[src/rtl/lswf_pkg.sv]
// ----------------------------------------------------------------------------
// Lamp sleep/wake fade timer package
// Field widths, command codes, controller states and timing constants.
// ----------------------------------------------------------------------------
package lswf_pkg;

  localparam int unsigned CMD_W   = 3;
  localparam int unsigned TIME_W  = 32;
  localparam int unsigned HOUR_W  = 5;
  localparam int unsigned MIN_W   = 6;
  localparam int unsigned DUR_W   = 11;
  localparam int unsigned LEVEL_W = 8;

  localparam int unsigned MS_PER_MINUTE = 60000;
  localparam int unsigned FULL_LEVEL    = 255;
  localparam int unsigned FADE_MS_DEF   = 60000;

  // 60000 ms times an 11-bit minute count fits in 27 bits
  localparam int unsigned SPAN_W = 27;
  // divider dividend: level times a 32-bit time
  localparam int unsigned DVD_W  = TIME_W + LEVEL_W;
  localparam int unsigned CNT_W  = $clog2(DVD_W + 1);

  typedef enum logic [CMD_W-1:0] {
    CMD_TICK        = 3'd0,
    CMD_SLEEP_START = 3'd1,
    CMD_SLEEP_STOP  = 3'd2,
    CMD_WAKE_START  = 3'd3,
    CMD_WAKE_STOP   = 3'd4
  } cmd_e;

  typedef enum logic [2:0] {
    ST_IDLE,
    ST_EVAL,
    ST_DECIDE,
    ST_MUL,
    ST_DIV,
    ST_DONE
  } state_e;

endpackage

[src/rtl/lswf_if.sv]
// ----------------------------------------------------------------------------
// Lamp sleep/wake fade timer channels
// Command channel and result channel, valid/ready with flat payload.
// ----------------------------------------------------------------------------
interface lswf_in_if;
  import lswf_pkg::*;

  logic               valid;
  logic               ready;
  logic [CMD_W-1:0]   command;
  logic [TIME_W-1:0]  now_ms;
  logic [HOUR_W-1:0]  clock_hour;
  logic [MIN_W-1:0]   clock_minute;
  logic [DUR_W-1:0]   minutes;
  logic [HOUR_W-1:0]  target_hour;
  logic [MIN_W-1:0]   target_minute;
  logic [LEVEL_W-1:0] current_level;

  modport source (
    output valid, command, now_ms, clock_hour, clock_minute, minutes,
           target_hour, target_minute, current_level,
    input  ready
  );

  modport sink (
    input  valid, command, now_ms, clock_hour, clock_minute, minutes,
           target_hour, target_minute, current_level,
    output ready
  );
endinterface

interface lswf_out_if;
  import lswf_pkg::*;

  logic               valid;
  logic               ready;
  logic               level_write;
  logic [LEVEL_W-1:0] level;
  logic               sleep_running;
  logic               wake_enabled;
  logic               wake_ramping;
  logic [TIME_W-1:0]  sleep_left_ms;

  modport source (
    output valid, level_write, level, sleep_running, wake_enabled,
           wake_ramping, sleep_left_ms,
    input  ready
  );

  modport sink (
    input  valid, level_write, level, sleep_running, wake_enabled,
           wake_ramping, sleep_left_ms,
    output ready
  );
endinterface

[src/rtl/lamp_sleep_wake_fade_timer_top.sv]
// ----------------------------------------------------------------------------
// Lamp sleep/wake fade timer
// One command per transfer on in_i (tick, start/stop sleep, start/stop wake);
// one result per command on out_o with the level to write and timer status.
//
// Usage:
//   - in_i carries a command plus the current time, wall clock, duration,
//     wake target and lamp level. A transfer happens when valid and ready
//     are both high; ready is high only while the controller is idle.
//   - out_o returns exactly one result per command, in order.
//   - Commands without a fade or ramp quotient pass through the evaluate,
//     decide and done states before the next possible transfer; the result
//     is loaded into the output register in the done state.
//   - A tick that fades the sleep level or ramps the wake level also runs
//     the multiply and divide states: the level comes out of a bit-serial
//     restoring divider, one quotient bit per cycle, 40-bit dividend.
//   - The result sits in an output register. A new command is accepted
//     while it waits; if out_o is still stalled when the next result is
//     ready, the controller holds in its final state until the transfer.
//   - Reset clears both timers (sleep off, wake off and unarmed, all times
//     zero) and empties the output register.
// ----------------------------------------------------------------------------
module lamp_sleep_wake_fade_timer_top #(
  parameter int unsigned FADE_MS = lswf_pkg::FADE_MS_DEF
) (
  input  logic       clk_i,
  input  logic       rst_ni,
  lswf_in_if.sink    in_i,
  lswf_out_if.source out_o
);
  import lswf_pkg::*;

  localparam logic [TIME_W-1:0]  FadeMs    = TIME_W'(FADE_MS);
  localparam logic [LEVEL_W-1:0] FullLevel = LEVEL_W'(FULL_LEVEL);
  localparam logic [SPAN_W-1:0]  MinuteMs  = SPAN_W'(MS_PER_MINUTE);

  // --------------------------------------------------------------------------
  // Controller state and handshake strobes
  // --------------------------------------------------------------------------
  state_e state_q, state_d;

  logic in_ready;
  logic load_in;
  logic do_eval;
  logic do_decide;
  logic do_mul;
  logic do_div;
  logic load_out;
  logic need_div;

  // --------------------------------------------------------------------------
  // Captured command
  // --------------------------------------------------------------------------
  logic [CMD_W-1:0]   cmd_q;
  logic [TIME_W-1:0]  now_q;
  logic [HOUR_W-1:0]  hour_q;
  logic [MIN_W-1:0]   minute_q;
  logic [DUR_W-1:0]   mins_q;
  logic [HOUR_W-1:0]  thour_q;
  logic [MIN_W-1:0]   tmin_q;
  logic [LEVEL_W-1:0] cur_q;

  // --------------------------------------------------------------------------
  // Timer state
  // --------------------------------------------------------------------------
  logic               sleep_on_q,    sleep_on_d;
  logic [TIME_W-1:0]  sleep_end_q,   sleep_end_d;
  logic [LEVEL_W-1:0] sleep_saved_q, sleep_saved_d;
  logic               wake_on_q,     wake_on_d;
  logic               wake_armed_q,  wake_armed_d;
  logic [TIME_W-1:0]  wake_begin_q,  wake_begin_d;
  logic [TIME_W-1:0]  wake_end_q,    wake_end_d;
  logic [HOUR_W-1:0]  wake_hour_q,   wake_hour_d;
  logic [MIN_W-1:0]   wake_minute_q, wake_minute_d;
  logic [DUR_W-1:0]   wake_dur_q,    wake_dur_d;

  // --------------------------------------------------------------------------
  // Evaluation registers (one subtract, compare or multiply each)
  // --------------------------------------------------------------------------
  logic [TIME_W-1:0] sleep_left_q;
  logic              sleep_ge_q;
  logic [TIME_W-1:0] fade_start_q;
  logic [TIME_W-1:0] wake_left_q;
  logic [TIME_W-1:0] wake_total_q;
  logic              wake_le_q;
  logic [SPAN_W-1:0] span_q;
  logic [DUR_W-1:0]  span_mins;
  logic [TIME_W-1:0] span_end;

  // decision results
  logic               s_write, s_div;
  logic               w_write, w_div;
  logic [LEVEL_W-1:0] w_level;
  logic               c_write;
  logic [LEVEL_W-1:0] c_level;

  logic [TIME_W-1:0]  elapsed_q;
  logic               res_write_q;
  logic [LEVEL_W-1:0] res_level_q;
  logic               res_div_q;
  logic               div_wake_q;
  logic [TIME_W-1:0]  res_left_q;

  // --------------------------------------------------------------------------
  // Bit-serial divider
  // --------------------------------------------------------------------------
  logic [DVD_W-1:0]   dvd_q;
  logic [TIME_W-1:0]  dvs_q;
  logic [TIME_W-1:0]  rem_q;
  logic [LEVEL_W-1:0] quo_q;
  logic [CNT_W-1:0]   cnt_q;
  logic [LEVEL_W-1:0] mul_a;
  logic [TIME_W-1:0]  mul_b;
  logic [TIME_W:0]    div_trial;
  logic [TIME_W:0]    div_diff;
  logic               div_ge;

  // --------------------------------------------------------------------------
  // Output register
  // --------------------------------------------------------------------------
  logic               out_valid_q, out_valid_d;
  logic               out_write_q;
  logic [LEVEL_W-1:0] out_level_q;
  logic               out_sleep_q;
  logic               out_wake_q;
  logic               out_ramp_q;
  logic [TIME_W-1:0]  out_left_q;

  // --------------------------------------------------------------------------
  // Next state
  // --------------------------------------------------------------------------
  always_comb begin
    state_d = state_q;
    unique case (state_q)
      ST_IDLE:   if (in_i.valid) state_d = ST_EVAL;
      ST_EVAL:   state_d = ST_DECIDE;
      ST_DECIDE: state_d = need_div ? ST_MUL : ST_DONE;
      ST_MUL:    state_d = ST_DIV;
      ST_DIV:    if (cnt_q == CNT_W'(1)) state_d = ST_DONE;
      ST_DONE:   if (!out_valid_q || out_o.ready) state_d = ST_IDLE;
      default:   state_d = ST_IDLE;
    endcase
  end

  // --------------------------------------------------------------------------
  // Controller outputs
  // --------------------------------------------------------------------------
  always_comb begin
    in_ready  = 1'b0;
    do_eval   = 1'b0;
    do_decide = 1'b0;
    do_mul    = 1'b0;
    do_div    = 1'b0;
    load_out  = 1'b0;
    unique case (state_q)
      ST_IDLE:   in_ready  = 1'b1;
      ST_EVAL:   do_eval   = 1'b1;
      ST_DECIDE: do_decide = 1'b1;
      ST_MUL:    do_mul    = 1'b1;
      ST_DIV:    do_div    = 1'b1;
      ST_DONE:   load_out  = !out_valid_q || out_o.ready;
      default:   in_ready  = 1'b0;
    endcase
  end

  assign load_in = in_ready && in_i.valid;

  // --------------------------------------------------------------------------
  // Shared datapath pieces
  // --------------------------------------------------------------------------
  // start sleep uses the command's minutes, arming the wake uses the stored one
  assign span_mins = (cmd_q == CMD_SLEEP_START) ? mins_q : wake_dur_q;
  assign span_end  = now_q + TIME_W'(span_q);

  // one multiplier feeds the divider: level * time
  assign mul_a = div_wake_q ? FullLevel : sleep_saved_q;
  assign mul_b = div_wake_q ? elapsed_q : sleep_left_q;

  assign div_trial = {rem_q, dvd_q[DVD_W-1]};
  assign div_diff  = div_trial - {1'b0, dvs_q};
  assign div_ge    = div_trial >= {1'b0, dvs_q};

  // --------------------------------------------------------------------------
  // Command decision; timer state commits in the decide cycle
  // --------------------------------------------------------------------------
  always_comb begin
    sleep_on_d    = sleep_on_q;
    sleep_end_d   = sleep_end_q;
    sleep_saved_d = sleep_saved_q;
    wake_on_d     = wake_on_q;
    wake_armed_d  = wake_armed_q;
    wake_begin_d  = wake_begin_q;
    wake_end_d    = wake_end_q;
    wake_hour_d   = wake_hour_q;
    wake_minute_d = wake_minute_q;
    wake_dur_d    = wake_dur_q;
    s_write       = 1'b0;
    s_div         = 1'b0;
    w_write       = 1'b0;
    w_div         = 1'b0;
    w_level       = '0;
    c_write       = 1'b0;
    c_level       = '0;
    if (state_q == ST_DECIDE) begin
      unique case (cmd_q)
        CMD_TICK: begin
          if (sleep_on_q) begin
            if (sleep_ge_q) begin
              // end reached: lamp off, timer off
              s_write    = 1'b1;
              sleep_on_d = 1'b0;
            end else if (now_q > fade_start_q) begin
              s_write = 1'b1;
              s_div   = 1'b1;
            end
          end
          if (wake_on_q) begin
            if (!wake_armed_q) begin
              if (hour_q == wake_hour_q && minute_q == wake_minute_q) begin
                wake_armed_d = 1'b1;
                wake_begin_d = now_q;
                wake_end_d   = span_end;
              end
            end else if (wake_le_q) begin
              w_write = 1'b1;
              if (wake_total_q == '0) begin
                w_level = FullLevel;
              end else if (wake_left_q > wake_total_q) begin
                // time wrapped behind the ramp start
                w_level = '0;
              end else begin
                w_div = 1'b1;
              end
            end else begin
              wake_armed_d = 1'b0;
              wake_on_d    = 1'b0;
            end
          end
        end
        CMD_SLEEP_START: begin
          sleep_on_d    = 1'b1;
          sleep_end_d   = span_end;
          sleep_saved_d = cur_q;
        end
        CMD_SLEEP_STOP: begin
          if (sleep_on_q) begin
            sleep_on_d = 1'b0;
            c_write    = 1'b1;
            c_level    = sleep_saved_q;
          end
        end
        CMD_WAKE_START: begin
          wake_hour_d   = thour_q;
          wake_minute_d = tmin_q;
          wake_dur_d    = mins_q;
          wake_on_d     = 1'b1;
        end
        CMD_WAKE_STOP: begin
          wake_armed_d = 1'b0;
          wake_on_d    = 1'b0;
        end
        default: begin
          c_write = 1'b0;
        end
      endcase
    end
  end

  // wake level wins when both timers write on one tick
  assign need_div = w_write ? w_div : s_div;

  always_comb begin
    out_valid_d = out_valid_q;
    if (out_valid_q && out_o.ready) out_valid_d = 1'b0;
    if (load_out) out_valid_d = 1'b1;
  end

  // --------------------------------------------------------------------------
  // Control and timer registers
  // --------------------------------------------------------------------------
  always_ff @(posedge clk_i or negedge rst_ni) begin
    if (!rst_ni) begin
      state_q       <= ST_IDLE;
      out_valid_q   <= 1'b0;
      cnt_q         <= '0;
      sleep_on_q    <= 1'b0;
      sleep_end_q   <= '0;
      sleep_saved_q <= '0;
      wake_on_q     <= 1'b0;
      wake_armed_q  <= 1'b0;
      wake_begin_q  <= '0;
      wake_end_q    <= '0;
      wake_hour_q   <= '0;
      wake_minute_q <= '0;
      wake_dur_q    <= '0;
    end else begin
      state_q       <= state_d;
      out_valid_q   <= out_valid_d;
      sleep_on_q    <= sleep_on_d;
      sleep_end_q   <= sleep_end_d;
      sleep_saved_q <= sleep_saved_d;
      wake_on_q     <= wake_on_d;
      wake_armed_q  <= wake_armed_d;
      wake_begin_q  <= wake_begin_d;
      wake_end_q    <= wake_end_d;
      wake_hour_q   <= wake_hour_d;
      wake_minute_q <= wake_minute_d;
      wake_dur_q    <= wake_dur_d;
      if (do_mul) begin
        cnt_q <= CNT_W'(DVD_W);
      end else if (do_div) begin
        cnt_q <= cnt_q - CNT_W'(1);
      end
    end
  end

  // --------------------------------------------------------------------------
  // Datapath registers
  // --------------------------------------------------------------------------
  always_ff @(posedge clk_i) begin
    if (load_in) begin
      cmd_q    <= in_i.command;
      now_q    <= in_i.now_ms;
      hour_q   <= in_i.clock_hour;
      minute_q <= in_i.clock_minute;
      mins_q   <= in_i.minutes;
      thour_q  <= in_i.target_hour;
      tmin_q   <= in_i.target_minute;
      cur_q    <= in_i.current_level;
    end

    if (do_eval) begin
      sleep_left_q <= sleep_end_q - now_q;
      sleep_ge_q   <= now_q >= sleep_end_q;
      fade_start_q <= sleep_end_q - FadeMs;
      wake_left_q  <= wake_end_q - now_q;
      wake_total_q <= wake_end_q - wake_begin_q;
      wake_le_q    <= now_q <= wake_end_q;
      span_q       <= {{(SPAN_W-DUR_W){1'b0}}, span_mins} * MinuteMs;
    end

    if (do_decide) begin
      elapsed_q   <= wake_total_q - wake_left_q;
      res_write_q <= s_write || w_write || c_write;
      res_level_q <= w_write ? w_level : c_level;
      res_div_q   <= need_div;
      div_wake_q  <= w_write;
      // after start sleep, end minus now is the span itself
      res_left_q  <= (cmd_q == CMD_SLEEP_START) ? TIME_W'(span_q) : sleep_left_q;
    end

    if (do_mul) begin
      dvd_q <= DVD_W'(mul_a) * DVD_W'(mul_b);
      dvs_q <= div_wake_q ? wake_total_q : FadeMs;
      rem_q <= '0;
    end else if (do_div) begin
      rem_q <= div_ge ? div_diff[TIME_W-1:0] : div_trial[TIME_W-1:0];
      dvd_q <= {dvd_q[DVD_W-2:0], 1'b0};
      quo_q <= {quo_q[LEVEL_W-2:0], div_ge};
    end

    if (load_out) begin
      out_write_q <= res_write_q;
      out_level_q <= res_div_q ? quo_q : res_level_q;
      out_sleep_q <= sleep_on_q;
      out_wake_q  <= wake_on_q;
      out_ramp_q  <= wake_armed_q;
      out_left_q  <= res_left_q;
    end
  end

  // --------------------------------------------------------------------------
  // Ports
  // --------------------------------------------------------------------------
  assign in_i.ready          = in_ready;
  assign out_o.valid         = out_valid_q;
  assign out_o.level_write   = out_write_q;
  assign out_o.level         = out_level_q;
  assign out_o.sleep_running = out_sleep_q;
  assign out_o.wake_enabled  = out_wake_q;
  assign out_o.wake_ramping  = out_ramp_q;
  assign out_o.sleep_left_ms = out_left_q;

  // --------------------------------------------------------------------------
  // Assertions
  // --------------------------------------------------------------------------
  a_armed_needs_on: assert property (@(posedge clk_i) disable iff (!rst_ni)
    wake_armed_q |-> wake_on_q)
    else $error("wake ramp armed while wake timer disabled");

  a_div_nonzero: assert property (@(posedge clk_i) disable iff (!rst_ni)
    (state_q == ST_DIV) |-> (dvs_q != '0))
    else $error("divider running with zero divisor");

  a_rem_below: assert property (@(posedge clk_i) disable iff (!rst_ni)
    (state_q == ST_DIV) |-> (rem_q < dvs_q))
    else $error("divider remainder not below divisor");

  a_quo_fits: assert property (@(posedge clk_i) disable iff (!rst_ni)
    (state_q == ST_DIV && cnt_q > CNT_W'(LEVEL_W)) |-> !div_ge)
    else $error("quotient exceeds level width");

  a_idle_level: assert property (@(posedge clk_i) disable iff (!rst_ni)
    (out_valid_q && !out_write_q) |-> (out_level_q == '0))
    else $error("nonzero level without a level write");

endmodule
[src/flat_wrapper.sv]
// flat-port wrapper written by rule: the top's interface ports become plain ports
module lamp_sleep_wake_fade_timer_top_flat import lswf_pkg::*;
#(
  parameter int unsigned FADE_MS = lswf_pkg::FADE_MS_DEF
)
  (clk_i, rst_ni, in_i_valid, in_i_command, in_i_now_ms, in_i_clock_hour, in_i_clock_minute, in_i_minutes, in_i_target_hour, in_i_target_minute, in_i_current_level, in_i_ready, out_o_valid, out_o_level_write, out_o_level, out_o_sleep_running, out_o_wake_enabled, out_o_wake_ramping, out_o_sleep_left_ms, out_o_ready);
  lswf_in_if in_i_i ();
  lswf_out_if out_o_i ();
  input  logic clk_i;
  input  logic rst_ni;
  input wire logic [$bits(in_i_i.valid)-1:0] in_i_valid;
  input wire logic [$bits(in_i_i.command)-1:0] in_i_command;
  input wire logic [$bits(in_i_i.now_ms)-1:0] in_i_now_ms;
  input wire logic [$bits(in_i_i.clock_hour)-1:0] in_i_clock_hour;
  input wire logic [$bits(in_i_i.clock_minute)-1:0] in_i_clock_minute;
  input wire logic [$bits(in_i_i.minutes)-1:0] in_i_minutes;
  input wire logic [$bits(in_i_i.target_hour)-1:0] in_i_target_hour;
  input wire logic [$bits(in_i_i.target_minute)-1:0] in_i_target_minute;
  input wire logic [$bits(in_i_i.current_level)-1:0] in_i_current_level;
  output wire logic [$bits(in_i_i.ready)-1:0] in_i_ready;
  output wire logic [$bits(out_o_i.valid)-1:0] out_o_valid;
  output wire logic [$bits(out_o_i.level_write)-1:0] out_o_level_write;
  output wire logic [$bits(out_o_i.level)-1:0] out_o_level;
  output wire logic [$bits(out_o_i.sleep_running)-1:0] out_o_sleep_running;
  output wire logic [$bits(out_o_i.wake_enabled)-1:0] out_o_wake_enabled;
  output wire logic [$bits(out_o_i.wake_ramping)-1:0] out_o_wake_ramping;
  output wire logic [$bits(out_o_i.sleep_left_ms)-1:0] out_o_sleep_left_ms;
  input wire logic [$bits(out_o_i.ready)-1:0] out_o_ready;
  assign in_i_i.valid = in_i_valid;
  assign in_i_i.command = in_i_command;
  assign in_i_i.now_ms = in_i_now_ms;
  assign in_i_i.clock_hour = in_i_clock_hour;
  assign in_i_i.clock_minute = in_i_clock_minute;
  assign in_i_i.minutes = in_i_minutes;
  assign in_i_i.target_hour = in_i_target_hour;
  assign in_i_i.target_minute = in_i_target_minute;
  assign in_i_i.current_level = in_i_current_level;
  assign in_i_ready = in_i_i.ready;
  assign out_o_valid = out_o_i.valid;
  assign out_o_level_write = out_o_i.level_write;
  assign out_o_level = out_o_i.level;
  assign out_o_sleep_running = out_o_i.sleep_running;
  assign out_o_wake_enabled = out_o_i.wake_enabled;
  assign out_o_wake_ramping = out_o_i.wake_ramping;
  assign out_o_sleep_left_ms = out_o_i.sleep_left_ms;
  assign out_o_i.ready = out_o_ready;
  lamp_sleep_wake_fade_timer_top #(.FADE_MS(FADE_MS)) u_core (.clk_i(clk_i), .rst_ni(rst_ni), .in_i(in_i_i), .out_o(out_o_i));
endmodule
[config.mk]
export PLATFORM = sky130hd
export DESIGN_NAME = lamp_sleep_wake_fade_timer_top_flat
export DESIGN_NICKNAME = d
export VERILOG_FILES = /design/src/rtl/lswf_pkg.sv /design/src/rtl/lswf_if.sv /design/src/rtl/lamp_sleep_wake_fade_timer_top.sv /design/src/flat_wrapper.sv
export SDC_FILE = /design/constraint.sdc
export NUM_CORES = 2
export LEC_CHECK = 0
export BUFFER_PORTS_ARGS = -buffer_cell sky130_fd_sc_hd__buf_2
export CAP_MARGIN = 20
export CORE_MARGIN = 8
export CORE_UTILIZATION = 64
export CTS_BUF_LIST = sky130_fd_sc_hd__clkbuf_16
export DETAILED_ROUTE_END_ITERATION = 7
export PLACE_DENSITY = 0.83
export SLEW_MARGIN = 20
export SYNTH_ARGS = -nofsm -noshare
export SYNTH_HDL_FRONTEND = slang
export SYNTH_SLANG_ARGS = --single-unit
export TNS_END_PERCENT = 20
[constraint.sdc]
create_clock -name clk_i -period 15 [get_ports clk_i]
set_clock_uncertainty 0.05 [all_clocks]
set_input_delay 1.5 -clock clk_i [delete_from_list [all_inputs] [get_ports clk_i]]
set_output_delay 1.5 -clock clk_i [all_outputs]
set_load 0.05 [all_outputs]
Word-level counts from Yosys, hierarchy flattened
Cells that the tools add are included.
{ "classes": {"n_mul": 2, "n_bitwise": 2, "eq_ne": 16, "reduce_logical": 23, "n_lt_le_gt_ge": 5, "n_addsub": 8, "mux": 68} }
{ "op_table": {"columns": ["operator", "count"], "rows": [
  ["$sub 32x32->32", 5],
  ["$mux 8", 12],
  ["$mux 40", 2],
  ["$gt 32x32->1", 2],
  ["$mux 32", 2],
  ["$mul 8x32->40", 1],
  ["$mux 1", 40],
  ["$ge 33x32->1", 1],
  ["$add 32x27->32", 1],
  ["$ge 32x32->1", 1],
  ["$le 32x32->1", 1],
  ["$logic_not 32->1", 1],
  ["$sub 32x16->32 const B", 1],
  ["$mux 27", 1],
  ["$mul 11x11->22 const B", 1],
  ["$pmux 3 s6", 1],
  ["$eq 3x2->1 const B", 4],
  ["$mux 3", 4],
  ["$mux 6", 2],
  ["$mux 11", 1],
  ["$reduce_and 2->1", 5],
  ["$eq 3x3->1 const B", 3],
  ["$eq 3x1->1 const B", 2],
  ["$eq 6x1->1 const B", 1],
  ["other kinds (16)", 29]
]} }
{ "word_totals": {"word_cells": 170, "out_inout_bits": 46, "reg_bits": 598} }

Depth between registers and ports, before layout
{ "depth": {"depth_word": 11, "mapped_depth": 25, "mapped_depth_nobuf": 21} }

Worst setup path before layout
OpenSTA, ideal clock, no wires.
{ "synth_timing": {"path_kind": "register to register", "from": "register u_core.state_q[0]", "to": "register u_core.state_q[1]", "path_stages_with_launch": 4, "path_slack_ps": 2698, "required_time_ps": 14804, "arrival_ps": 12106, "period_less_slack_ps": 12302, "setup_ps": 146, "path_cell_list": "dfrtp_1 -> clkbuf_1 -> nor3b_1 -> o21bai_1"} }
{ "synth_between": {"elab_chain_len": 5, "elab_cells_between_ends": 16} }
{ "synth_lines": {"columns": ["element", "line_no", "source"], "rows": [
  ["from (decl)", "lamp_sleep_wake_fade_timer_top.sv:40", "state_e state_q, state_d;"],
  ["from (signal assigned)", "lamp_sleep_wake_fade_timer_top.sv:297", "state_q <= state_d;"],
  ["$eq 3x2->1", "lamp_sleep_wake_fade_timer_top.sv:134, lamp_sleep_wake_fade_timer_top.sv:204", null],
  ["$mux 1", "lamp_sleep_wake_fade_timer_top.sv:204", "if (state_q == ST_DECIDE) begin"],
  ["$mux 1", "lamp_sleep_wake_fade_timer_top.sv:270", "assign need_div = w_write ? w_div : s_div;"],
  ["$mux 3", "lamp_sleep_wake_fade_timer_top.sv:137", "ST_DECIDE: state_d = need_div ? ST_MUL : ST_DONE;"],
  ["$pmux 3 s6", "lamp_sleep_wake_fade_timer_top.sv:134", "unique case (state_q)"]
]} }
Parallel ways exist; a longest one is shown, timed or not.
A chain may end at the register's enable or synchronous reset.

Final worst setup path
{ "layout_timing": {"from": "register u_core.div_wake_q", "to": "register u_core.dvd_q[39], data pin"} }
{ "layout_between": {"elab_chain_len": 3, "elab_cells_between_ends": 4} }
{ "layout_lines": {"columns": ["element", "line_no", "source"], "rows": [
  ["from (decl)", "lamp_sleep_wake_fade_timer_top.sv:101", "logic div_wake_q;"],
  ["from (signal assigned)", "lamp_sleep_wake_fade_timer_top.sv:347", "div_wake_q <= w_write;"],
  ["$mux 8 / $mux 32 (equally long branches)", "lamp_sleep_wake_fade_timer_top.sv:176, lamp_sleep_wake_fade_timer_top.sv:177", null],
  ["$mul 8x32->40 *", "lamp_sleep_wake_fade_timer_top.sv:353", "dvd_q <= DVD_W'(mul_a) * DVD_W'(mul_b);"],
  ["$mux 40 *", "lamp_sleep_wake_fade_timer_top.sv:352", "if (do_mul) begin"],
  ["to (signal assigned)", "lamp_sleep_wake_fade_timer_top.sv:353", null],
  ["to (signal assigned)", "lamp_sleep_wake_fade_timer_top.sv:358", "dvd_q <= {dvd_q[DVD_W-2:0], 1'b0};"],
  ["to (decl)", "lamp_sleep_wake_fade_timer_top.sv:107", "logic [DVD_W-1:0] dvd_q;"]
]} }
Mark *: on every way between the ends. The rest lies on a longest branch, timed or not.

==> flow_summary.ini <==
[run_status]
status = finished, final reports clean

[flow_run]
cap_violations = 0

[min_path]
hold_class = flop to flop

[cells_and_area]
antennaDiodeCount = 0
syn2layout_area_growth_pct = 9.366
layout-drive-gt1-share_pct = 10.38
fin_nets = 4575

[critical_path]
critPathKind = flop to flop
arrival_ns = 7.73
path_max_fanout = 79
startpoint_type = flop
required_ns = 15.41
endpoint_kind = flop

[cts]
cts_resized = 0
cts_buffers = 67
htree_num_levels = 3
insertion_delay_ns = 0.62
cts_root_buf = clkbuf_16
cts.clk_slew.worst_paths_ns = 0.06
cts.path.max_buffers = 3
postCtsSetupBuffers = 0
clock-sinks = 583
hold_buffers = 0
cts_tree = done

[routing]
vias = 28350
drc = 0
routedWlPerCell_um = 18.95
ant_nets = 0
drt_iter0_markers = 2258
drt_pre_antenna_iters = 5
wl_mm = 91.80
drt-vias-per-instance = 5.852

[grt]
grt_pass1_vias = 28640
grt_pass1_wl_mm = 147.9
antenna_found_initial = 1
grt_overflow_total = 0
grt_usage_pct = 25.95
grt_max_degree = 101

[die]
start_util_pct = 64.15
die_w_um = 266.5
die-area_um2 = 71040
num_rows = 92
fp.dieH_um = 266.5
core-area_um2 = 62620
io_pins = 126

[timing]
rsz0062_at_grt = no
tightest_slew_ns = 1.053
layout_min_cycle_time_ns = 7.328
slew_viol_final = 0
fmax_mhz = 136.5
min_period_over_period_pct = 48.86
finalHoldViolCount = 0
setup_viol = 0
setup_tns_ns = 0
relSlewSlack_pct = 29.13

[logic_synthesis]
synthCells = 3815
synth_area_per_cell_um2 = 10.53
ys_seq_area_share_pct = 41.12
synth-seq-cells = 583
ys_types = 84
netlist_area_um2 = 40170
syn-num-nets = 4446
synth_edf_count = 417
yosys_warnings = 0
synth_ff_type = edfxtp_1
async_flop_share_pct = 22.98

[placement]
port_buffers = 125
hpwl_mm = 69.64
gp_congestion = 0.9746
==> final timing paths <==
| check | startpoint | end | slack (ns) | cells after the start |
|---|---|---|---|---|
| max | u_core.div_wake_q | u_core.dvd_q[39] | 7.67 | 21 |
| min | u_core.res_left_q[10] | u_core.out_o.sleep_left_ms[10] | 0.37 | 0 |
| max reg2reg | u_core.div_wake_q | u_core.dvd_q[39] | 7.67 | 21 |
| min reg2reg | u_core.res_left_q[10] | u_core.out_o.sleep_left_ms[10] | 0.37 | 0 |
| max in group asynchronous | rst_ni | u_core.wake_begin_q[19] | 12.68 | 2 |
| min in group asynchronous | rst_ni | u_core.sleep_end_q[5] | 0.91 | 1 |
==> cell usage after synthesis (35+ instances only) <==
| cell | n | area, um2 |
|---|---|---|
| inv_1 | 446 | 1674 |
| edfxtp_1 | 417 | 12520 |
| nor2_1 | 352 | 1321 |
| ha_1 | 332 | 4154 |
| nand2_1 | 255 | 957.2 |
| fa_1 | 219 | 4384 |
| o21ai_0 | 194 | 970.9 |
| a21oi_1 | 185 | 925.9 |
| xnor2_1 | 158 | 1384 |
| dfrtp_1 | 134 | 3353 |
| a21o_1 | 100 | 750.7 |
| mux2_2 | 97 | 1092 |
| clkbuf_1 | 79 | 296.5 |
| xor2_1 | 76 | 665.6 |
| nand3_1 | 57 | 285.3 |
| nand2b_1 | 53 | 331.6 |
| nor3_1 | 53 | 265.3 |
| o21ai_1 | 53 | 265.3 |
| mux2i_1 | 45 | 450.4 |
| nor2b_1 | 43 | 269.0 |
| o21a_1 | 39 | 292.8 |
| or2_2 | 35 | 219.0 |
==> stage by stage <==
stage,std cells,instance area [um2],worst slack [ns],util [%],hold slack [ns]
floorplan,3815,40170,2.698,-,0.3503
global placement,4720,41740,7.787,66.65,0.3519
detailed placement,4721,41750,7.651,66.67,0.3545
CTS,4845,43930,7.659,70.15,0.3692
global route,4845,43930,7.177,70.16,0.3740
finish,4845,43930,7.672,70.16,0.3685
==> metal layers <==
metal	track usage (%)	vias to the layer above	wire length [um]
li1	-	13540	-
met1	33.50	13710	38350
met2	43.70	916	44080
met3	4.633	189	6088
met4	9.690	2	3269
met5	0	-	14
==> flip-flops by register name, summed over array words and instances (netlist names), 11 cells and up <==
register and cells:
u_core.dvs_q 27, u_core.now_q 32, u_core.wake_left_q 32, u_core.wake_total_q 27, u_core.sleep_end_q 32, u_core.wake_dur_q 11
u_core.wake_end_q 32, u_core.sleep_left_q 32, u_core.dvd_q 40, u_core.res_left_q 32, u_core.mins_q 11, u_core.out_o.sleep_left_ms 32
u_core.wake_begin_q 27, u_core.fade_start_q 32, u_core.elapsed_q 32, u_core.rem_q 32, u_core.span_q 22
==> layout by cell type, fill, tap and decap left out, types with 97 or more instances in the layout <==
cell type / instances
o21ai_0: 194
xnor2_1: 158
nand2_1: 253
buf_2: 124
inv_1: 456
ha_1: 332
edfxtp_1: 417
fa_1: 219
a21o_1: 100
mux2_2: 97
dfrtp_1: 134
nor2_1: 347
a21oi_1: 185
==> kinds of logic (layout without fill, tap and decap cells) <==
family,after synthesis,after routing,synth area share [%]
and+or+nand+nor,998,998,11.55
AOI/OAI and AO/OA,769,769,12.10
DFF,583,583,41.12
adders and majority gates,551,551,21.26
buffers and inverters,536,720,5.021
xor gates and xnor gates,234,234,5.102
muxes,142,142,3.841
other,2,2,0.01870
==> layout make-up <==
cell class              count  area [um2]
flip-flops and latches    583       16520
repair buffers            148       808.3
fillers                  4496       18690
clock inverters            57       500.5
inverters                 448        1683
clock buffers              67        1677
multi-input cells        2696       21690
well taps                 846        1059
==> worst max-delay path, stage by stage (launching register included) <==
cell and delay (ns):
edfxtp_1 0.52, buf_4 0.72, mux2i_1 0.67, or2_2 0.24, fa_1 0.44, fa_1 0.54, inv_1 0.05, fa_1 0.53
inv_1 0.05, fa_1 0.53, inv_1 0.05, ha_1 0.36, a21o_1 0.22, and2_1 0.18, o31ai_1 0.44, o31a_1 0.30
or4_1 0.17, a31oi_1 0.16, o31ai_1 0.28, a21boi_1 0.11, or3_1 0.31, a31oi_1 0.19
Power is not shown: default switching activity piles up to over one toggle a cycle in this logic, so the estimate is an artifact.
